## config.mk

```make
export PLATFORM = sky130hd
export DESIGN_NAME = msst_controller
export DESIGN_NICKNAME = d
export VERILOG_FILES = /design/src/hw/rtl/min_slimness_spanning_tree_macros.svh /design/src/hw/rtl/msst_pkg.sv /design/src/hw/rtl/msst_controller.sv
export SDC_FILE = /design/constraint.sdc
export NUM_CORES = 1
export LEC_CHECK = 0
export BUFFER_PORTS_ARGS = -buffer_cell sky130_fd_sc_hd__buf_2
export CAP_MARGIN = 10
export CORE_MARGIN = 2
export CORE_UTILIZATION = 47
export CTS_CLUSTER_SIZE = 20
export DETAILED_ROUTE_END_ITERATION = 7
export PLACE_DENSITY = 0.78
export SYNTH_ARGS = -nofsm -noshare
export SYNTH_HDL_FRONTEND = slang
export SYNTH_SLANG_ARGS = --single-unit
```

## constraint.sdc

```tcl
create_clock -name clock -period 1.5 [get_ports clock]
set_input_delay 0.075 -clock clock [delete_from_list [all_inputs] [get_ports clock]]
set_output_delay 0.075 -clock clock [all_outputs]
set_load 0.02 [all_outputs]
```

## src/hw/rtl/min_slimness_spanning_tree_macros.svh

```systemverilog
// ----------------------------------------------------------------------------
// Slimmest spanning tree - assertion macros
// Shared property wrappers for the block's concurrent checks.
// ----------------------------------------------------------------------------
`ifndef MIN_SLIMNESS_SPANNING_TREE_MACROS_SVH
`define MIN_SLIMNESS_SPANNING_TREE_MACROS_SVH

// same-cycle implication
`define MSST_ASSERT_IMP(lbl, ante, cons, msg) \
   lbl: assert property (@(posedge clock) disable iff (reset) (ante) |-> (cons)) \
      else $error(msg);

// next-cycle implication
`define MSST_ASSERT_NXT(lbl, ante, cons, msg) \
   lbl: assert property (@(posedge clock) disable iff (reset) (ante) |=> (cons)) \
      else $error(msg);

`endif

```

## src/hw/rtl/msst_pkg.sv

```systemverilog
// ----------------------------------------------------------------------------
// Slimmest spanning tree - package
// Sizes, controller states, datapath commands and status.
// ----------------------------------------------------------------------------
package msst_pkg;

   localparam int MAX_NODES = 64;
   localparam int MAX_EDGES = 256;
   localparam int NODE_W    = 6;   // node index
   localparam int NCNT_W    = 7;   // node count / set size
   localparam int EDGE_AW   = 8;   // edge store address
   localparam int ECNT_W    = 9;   // edge count
   localparam int WEIGHT_W  = 31;

   typedef enum logic [4:0] {
      ST_IDLE,
      ST_RK_RDI,
      ST_RK_KEY,
      ST_RK_RDJ,
      ST_RK_CMP,
      ST_SV_OUTER,
      ST_SV_CLR,
      ST_SV_ORD,
      ST_SV_EDGE,
      ST_SV_GOT,
      ST_SV_FRD,
      ST_SV_FCHK,
      ST_SV_SZA,
      ST_SV_SZB,
      ST_SV_MERGE,
      ST_DONE
   } state_type;

   typedef enum logic [4:0] {
      CMD_NONE,
      CMD_LOAD,
      CMD_START,
      CMD_TRIVIAL,
      CMD_FINISH,
      CMD_RK_RDI,
      CMD_RK_KEY,
      CMD_RK_RDJ,
      CMD_RK_CMP,
      CMD_RK_PUT,
      CMD_SV_INIT,
      CMD_SV_OUTER,
      CMD_SV_CLR,
      CMD_SV_ORD,
      CMD_SV_EDGE,
      CMD_SV_GOT,
      CMD_SV_FRD,
      CMD_SV_FCHK,
      CMD_SV_SZA,
      CMD_SV_SZB,
      CMD_SV_MERGE,
      CMD_SV_NEXTJ,
      CMD_SV_NEXTI
   } cmd_type;

   typedef struct packed {
      logic n_trivial;
      logic i_end;
      logic j_end;
      logic outer_end;
      logic clr_last;
      logic jc_end;
      logic root;
      logic phase;
      logic same_root;
      logic last_merge;
   } status_type;

endpackage

```

## src/hw/rtl/msst_controller.sv

```systemverilog
// ----------------------------------------------------------------------------
// Slimmest spanning tree - controller
// Sequences load, rank sort and the Kruskal passes; owns the handshakes.
// ----------------------------------------------------------------------------
module msst_controller (
   input  logic                 clock,
   input  logic                 reset,
   input  logic                 req_tvalid,
   output logic                 req_tready,
   input  logic                 req_op,
   output logic                 rsp_tvalid,
   input  logic                 rsp_tready,
   output msst_pkg::cmd_type    cmd,
   input  msst_pkg::status_type status,
   output logic                 busy
);
   import msst_pkg::*;

   state_type state_ff, state_in;
   logic      rsp_valid_ff, rsp_valid_in;

   always_ff @(posedge clock) begin
      if (reset) begin
         state_ff     <= ST_IDLE;
         rsp_valid_ff <= 1'b0;
      end else begin
         state_ff     <= state_in;
         rsp_valid_ff <= rsp_valid_in;
      end
   end

   always_comb begin
      state_in     = state_ff;
      cmd          = CMD_NONE;
      rsp_valid_in = rsp_valid_ff && !rsp_tready;
      // loads may go on while a result waits; a finish may not
      req_tready   = (state_ff == ST_IDLE) && (!rsp_valid_ff || !req_op);
      case (state_ff)
         ST_IDLE: begin
            if (req_tvalid && req_tready) begin
               if (!req_op) begin
                  cmd = CMD_LOAD;
               end else if (status.n_trivial) begin
                  cmd = CMD_TRIVIAL;
                  state_in = ST_DONE;
               end else begin
                  cmd = CMD_START;
                  state_in = ST_RK_RDI;
               end
            end
         end
         ST_RK_RDI: begin
            if (status.i_end) begin
               cmd = CMD_SV_INIT;
               state_in = ST_SV_OUTER;
            end else begin
               cmd = CMD_RK_RDI;
               state_in = ST_RK_KEY;
            end
         end
         ST_RK_KEY: begin
            cmd = CMD_RK_KEY;
            state_in = ST_RK_RDJ;
         end
         ST_RK_RDJ: begin
            if (status.j_end) begin
               cmd = CMD_RK_PUT;
               state_in = ST_RK_RDI;
            end else begin
               cmd = CMD_RK_RDJ;
               state_in = ST_RK_CMP;
            end
         end
         ST_RK_CMP: begin
            cmd = CMD_RK_CMP;
            state_in = ST_RK_RDJ;
         end
         ST_SV_OUTER: begin
            if (status.outer_end) begin
               state_in = ST_DONE;
            end else begin
               cmd = CMD_SV_OUTER;
               state_in = ST_SV_CLR;
            end
         end
         ST_SV_CLR: begin
            cmd = CMD_SV_CLR;
            if (status.clr_last) state_in = ST_SV_ORD;
         end
         ST_SV_ORD: begin
            if (status.jc_end) begin
               cmd = CMD_SV_NEXTI;
               state_in = ST_SV_OUTER;
            end else begin
               cmd = CMD_SV_ORD;
               state_in = ST_SV_EDGE;
            end
         end
         ST_SV_EDGE: begin
            cmd = CMD_SV_EDGE;
            state_in = ST_SV_GOT;
         end
         ST_SV_GOT: begin
            cmd = CMD_SV_GOT;
            state_in = ST_SV_FRD;
         end
         ST_SV_FRD: begin
            cmd = CMD_SV_FRD;
            state_in = ST_SV_FCHK;
         end
         ST_SV_FCHK: begin
            cmd = CMD_SV_FCHK;
            state_in = (status.root && status.phase) ? ST_SV_SZA : ST_SV_FRD;
         end
         ST_SV_SZA: begin
            if (status.same_root) begin
               cmd = CMD_SV_NEXTJ;
               state_in = ST_SV_ORD;
            end else begin
               cmd = CMD_SV_SZA;
               state_in = ST_SV_SZB;
            end
         end
         ST_SV_SZB: begin
            cmd = CMD_SV_SZB;
            state_in = ST_SV_MERGE;
         end
         ST_SV_MERGE: begin
            cmd = CMD_SV_MERGE;
            state_in = status.last_merge ? ST_SV_OUTER : ST_SV_ORD;
         end
         ST_DONE: begin
            cmd = CMD_FINISH;
            rsp_valid_in = 1'b1;
            state_in = ST_IDLE;
         end
         default: state_in = ST_IDLE;
      endcase
   end

   assign rsp_tvalid = rsp_valid_ff;
   assign busy       = (state_ff != ST_IDLE);

endmodule
```

### Word-level counts from Yosys, hierarchy flattened

Index checks and enable logic that the tools add are counted.

* flip-flop bits (word level): 6
* RAM bits: 0
* memory bits (read-only): 0
* memories: 0
* input bits: 15
* latch bits: 0

* $mul: 0
* mux-type cells: 22
* add/sub/neg operators: 0
* shift-type cells: 0
* reduce and logical (&&, ||, !) cells: 12
* order comparisons: 0
* bitwise logic cells: 0
* div/mod/pow operators: 0
* equality and inequality tests: 18

Operator list (number)
* one-hot mux 5 bit (16 select lines): 1
* one-hot mux 5 bit (14 select lines): 1
* == test 5 x 4 -> 1 bit, second input constant: 8
* 2-to-1 mux 4 bit: 7
* == test 5 x 3 -> 1 bit, second input constant: 4
* 2-to-1 mux 5 bit: 4
* 2-to-1 mux 3 bit: 4
* == test 5 x 2 -> 1 bit, second input constant: 2
* 2-to-1 mux 2 bit: 3
* == test 5 x 1 -> 1 bit, second input constant: 1
* logical NOT 5 bit: 1
* nonzero test 5 bit: 1
* logical AND 1 bit: 4
* inequality test 2 bit, second input constant: 2
* logical NOT 1 bit: 3
* AND reduction 3 bit: 1
* 2-to-1 mux 1 bit: 2
* inequality test 2 x 1 -> 1 bit, second input constant: 1
* OR reduction 2 bit: 1
* logical OR 1 bit: 1

### Depth between registers and ports, before layout

* word-level depth: 6
* gate-level depth with buffers: 6

### Least setup slack after synthesis

OpenSTA, ideal clock, no wires.

* path type: register to output
* start point: reg state_ff[0]
* end point: out cmd[1]
* setup slack: 103 ps
* buffers on the path: 1
* data required time: 1425 ps
* arrival: 1322 ps
* stages on the path, launching flop included: 6
* cell sequence: dfxtp_1 > buf_6 > nor2_2 > nand2_2 > nor2_1 > or4_1

* longest elaborated chain between the ends: 5

RTL lines
* start: declaration: line msst_controller.sv:19 `state_type state_ff, state_in;`
* start signal: assignment: line msst_controller.sv:27 `state_ff <= state_in;`
* logical NOT 5 bit: line msst_controller.sv:37, msst_controller.sv:38
* logical AND 1 bit: line msst_controller.sv:37 `req_tready = (state_ff == ST_IDLE) && (!rsp_valid_ff || !req_op);`
* logical AND 1 bit: line msst_controller.sv:40 `if (req_tvalid && req_tready) begin`
* 2-to-1 mux 2 bit: line msst_controller.sv:40
* one-hot mux 5 bit (16 select lines) (*): line msst_controller.sv:38 `case (state_ff)`
* end: declaration: line msst_controller.sv:13 `output msst_pkg::cmd_type cmd,`

Every way passes the cells marked *; elsewhere a longest branch is shown, timed or not.

### Final worst setup path

* start point: reg state_ff[2]
* end point: out cmd[1]

Same word-level chain as after synthesis.

==> impl_metrics.sql <==
INSERT INTO impl_metrics (metric_group, metric, value, unit) VALUES
('outcome', 'outcome', 'finished with violations', ''),
('outcome', 'failing_checks', 'setup timing', ''),
('cells_and_area', 'num-nets-final', '160', ''),
('placed_design', 'place.detailed.instances', '147', ''),
('sta', 'setup_repair_after_global_routing_missed_its_margin', 'yes', ''),
('sta', 'timing.final.ws_setup', '-0.304', 'ns'),
('sta', 'final_min_period_over_clock_period', '120', '%'),
('cells_and_area', 'most-common-layout-cells', 'sky130_fd_sc_hd__buf_4 (22), sky130_fd_sc_hd__buf_2 (18), sky130_fd_sc_hd__a21oi_1 (9), sky130_fd_sc_hd__buf_6 (9)', ''),
('route', 'via_count', '1028', ''),
('route', 'post_drt_via_cell_ratio', '6.43', ''),
('pwr', 'leak', '0.516', 'nW'),
('sta', 'achievable-frequency', '554', 'MHz'),
('yosys', 'post_synthesis_async_set_or_reset_flop_share', '0', '%'),
('route', 'detailedRoute.firstIterationViolations', '64', ''),
('global_routing', 'grt_max_degree', '20', ''),
('worst_setup_path', 'critical_path.max_fanout', '6', ''),
('global_routing', 'globalRouteOverflowTotal', '0', ''),
('placed_design', 'detailedPlacementHpwl', '1610', 'um'),
('die', 'rows', '14', ''),
('sta', 'report.final.hold_viol_count', '0', ''),
('sta', 'finalHoldWorstSlack', '0.0255', 'ns'),
('yosys', 'netlist_instances', '99', ''),
('clock_tree', 'cts_max_path_buffers', '2', ''),
('die', 'fp.dieArea', '1870', 'um^2'),
('route', 'drt_wl_total', '3010', 'um'),
('cells_and_area', 'layout.cells.non_filler', '160', ''),
('cells_and_area', 'fillerInstances', '86', ''),
('cells_and_area', 'antenna-diode-count', '0', ''),
('placed_design', 'final_weighted_congestion_in_routability_driven_placement', '0.858', ''),
('cells_and_area', 'sequential_cell_area', '115', 'um^2'),
('cells_and_area', 'area_of_the_multi_input_gates', '621', 'um^2'),
('clock_tree', 'clock_tree.root_cell', 'sky130_fd_sc_hd__clkbuf_4', ''),
('yosys', 'syn-cell-area', '724', 'um^2'),
('yosys', 'synth_seq_area_share', '13.8', '%'),
('clock_tree', 'tritoncts', 'yes', ''),
('global_routing', 'use_met1', '32.2', '%'),
('sta', 'finClkSkew', '0.00808', 'ns'),
('sta', 'timing.slew.headroom', '79.2', '%'),
('yosys', 'syn_avg_cell_area', '7.32', 'um^2'),
('pwr', 'ir_worst_vdd', '0.00108', 'V'),
('yosys', 'synth_enable_flop_cells', '0', ''),
('yosys', 'synth_warnings', '0', ''),
('global_routing', 'globalRouteMet2Util', '47.2', '%'),
('worst_setup_path', 'critPathArrivalTime', '1.73', 'ns'),
('placed_design', 'cell_area_after_placement', '931', 'um^2'),
('worst_setup_path', 'reg2reg_depth', '7', ''),
('global_routing', 'peak_usage_layer_in_the_global_routing_report', 'met2', ''),
('flow_run', 'maxCapViolations', '0', ''),
('worst_setup_path', 'crit_path_start_kind', 'register', ''),
('die', 'die_height', '43.3', 'um'),
('clock_tree', 'clkTransAtPathRegs', '0.05', 'ns'),
('die', 'placeableCoreArea', '1470', 'um^2'),
('die', 'ios', '23', ''),
('route', 'drt_pass1_iterations', '4', ''),
('clock_tree', 'cts_buffers', '3', ''),
('clock_tree', 'numClockSinks', '5', ''),
('yosys', 'yosysUniqueCellTypes', '44', ''),
('cells_and_area', 'final_layout_size_suffix_gt1_share', '56.3', '%'),
('cells_and_area', 'final_cell_area', '1190', 'um^2'),
('sta', 'finalSetupViolCount', '6', ''),
('pwr', 'power_per_cell_area', '2210', 'nW/um^2'),
('clock_tree', 'clock_tree.htree_level_count', '1', ''),
('sta', 'fin_crit', '1.80', 'ns'),
('yosys', 'postSynthRegisterBits', '5', ''),
('cells_and_area', 'layout_commonest_cell', 'sky130_fd_sc_hd__buf_4', ''),
('worst_setup_path', 'reg2reg_from', 'state_ff[1]', ''),
('clock_tree', 'clk_latency', '0.24', 'ns'),
('route', 'avgRoutedWirePerCell', '18.8', 'um'),
('worst_setup_path', 'worst_ep_required_time', '1.42', 'ns'),
('global_routing', 'global_route.usage.met3', '3.40', '%'),
('worst_setup_path', 'crit_path_end_kind', 'output pin', '');
[what timing repair did]
action,CTS,global route
hold buffers,0,0
gates resized for setup,24,16
endpoints found under the setup margin,5,4
pin swaps,6,7
buffers inserted,3,6
[cells by family after synthesis]
group / Yosys count / synth area share [%]
compound gates: 41 / 41.6
xor+xnor: 1 / 1.21
buf+inv: 14 / 12.3
flops: 5 / 13.8
mux: 1 / 1.38
simple gates: 37 / 29.7
[metrics by stage]
step	setup slack, ns	utilization, %	total power, mW
after floorplan	0.103	-	1.37
after global placement	-0.0208	63.3	1.79
after detailed placement	-0.0633	63.3	1.83
after CTS	-0.210	71.7	2.23
after global routing	-0.336	81.1	2.75
final	-0.304	81.1	2.64
[state kept, by name, indices dropped and copies added, names as in the netlist]
| name | count |
|---|---|
| rsp_tvalid | 1 |
| state_ff | 4 |
[where the power goes]
part	switching, mW	internal (mW)
Sequential	0.0917	0.203
Combinational	1.13	1.05
Clock	0.0585	0.101
Total	1.28	1.35
[worst max-delay path by stage]
stage,startpoint,endpoint,slack (ns),depth (start not counted)
floorplan,state_ff[0],cmd[1],0.10,5
global placement,state_ff[1],cmd[0],-0.02,6
detailed placement,state_ff[1],cmd[0],-0.06,6
CTS,state_ff[1],cmd[1],-0.21,5
global route,state_ff[2],cmd[1],-0.34,5
finish,state_ff[2],cmd[1],-0.30,5
[critical path: stages, from the launching register on]
cell,delay (ns)
sky130_fd_sc_hd__dfxtp_4,0.37
sky130_fd_sc_hd__buf_4,0.17
sky130_fd_sc_hd__nor2_1,0.17
sky130_fd_sc_hd__a211oi_1,0.08
sky130_fd_sc_hd__or4_1,0.55
sky130_fd_sc_hd__buf_6,0.15
[Yosys cell counts (all sizes together), types with 2 or more instances]
| library cell | n | area, um^2 |
|---|---|---|
| a21oi | 13 | 80.1 |
| buf | 10 | 73.8 |
| nand2 | 9 | 43.8 |
| nor2 | 9 | 38.8 |
| a31oi | 5 | 31.3 |
| dfxtp | 5 | 100 |
| inv | 4 | 15.0 |
| nand2b | 4 | 25.0 |
| o22ai | 4 | 25.0 |
| nor2b | 3 | 18.8 |
| a211oi | 2 | 15.0 |
| a22oi | 2 | 20.0 |
| nor3 | 2 | 10.0 |
| nor3b | 2 | 15.0 |
| o21ai | 2 | 10.0 |
| o31a | 2 | 17.5 |
[layer usage]
layer | vias to the layer above | wire length [um] | part of all wire [%]
met1 | 484 | 1180 | 39
met4 | 0 | 77 | 2.6
met5 | - | 0 | 0
li1 | 461 | - | -
met3 | 10 | 252 | 8.4
met2 | 73 | 1500 | 50
[area by class of cell]
class	instances	area share (%)
repair buffers	51	33.2
well taps	16	1.68
multi-input cells	80	52.0
flip-flops and latches	5	9.64
inverters	4	1.26
clock buffers	4	2.20
Power figures use the tool's default switching activity.
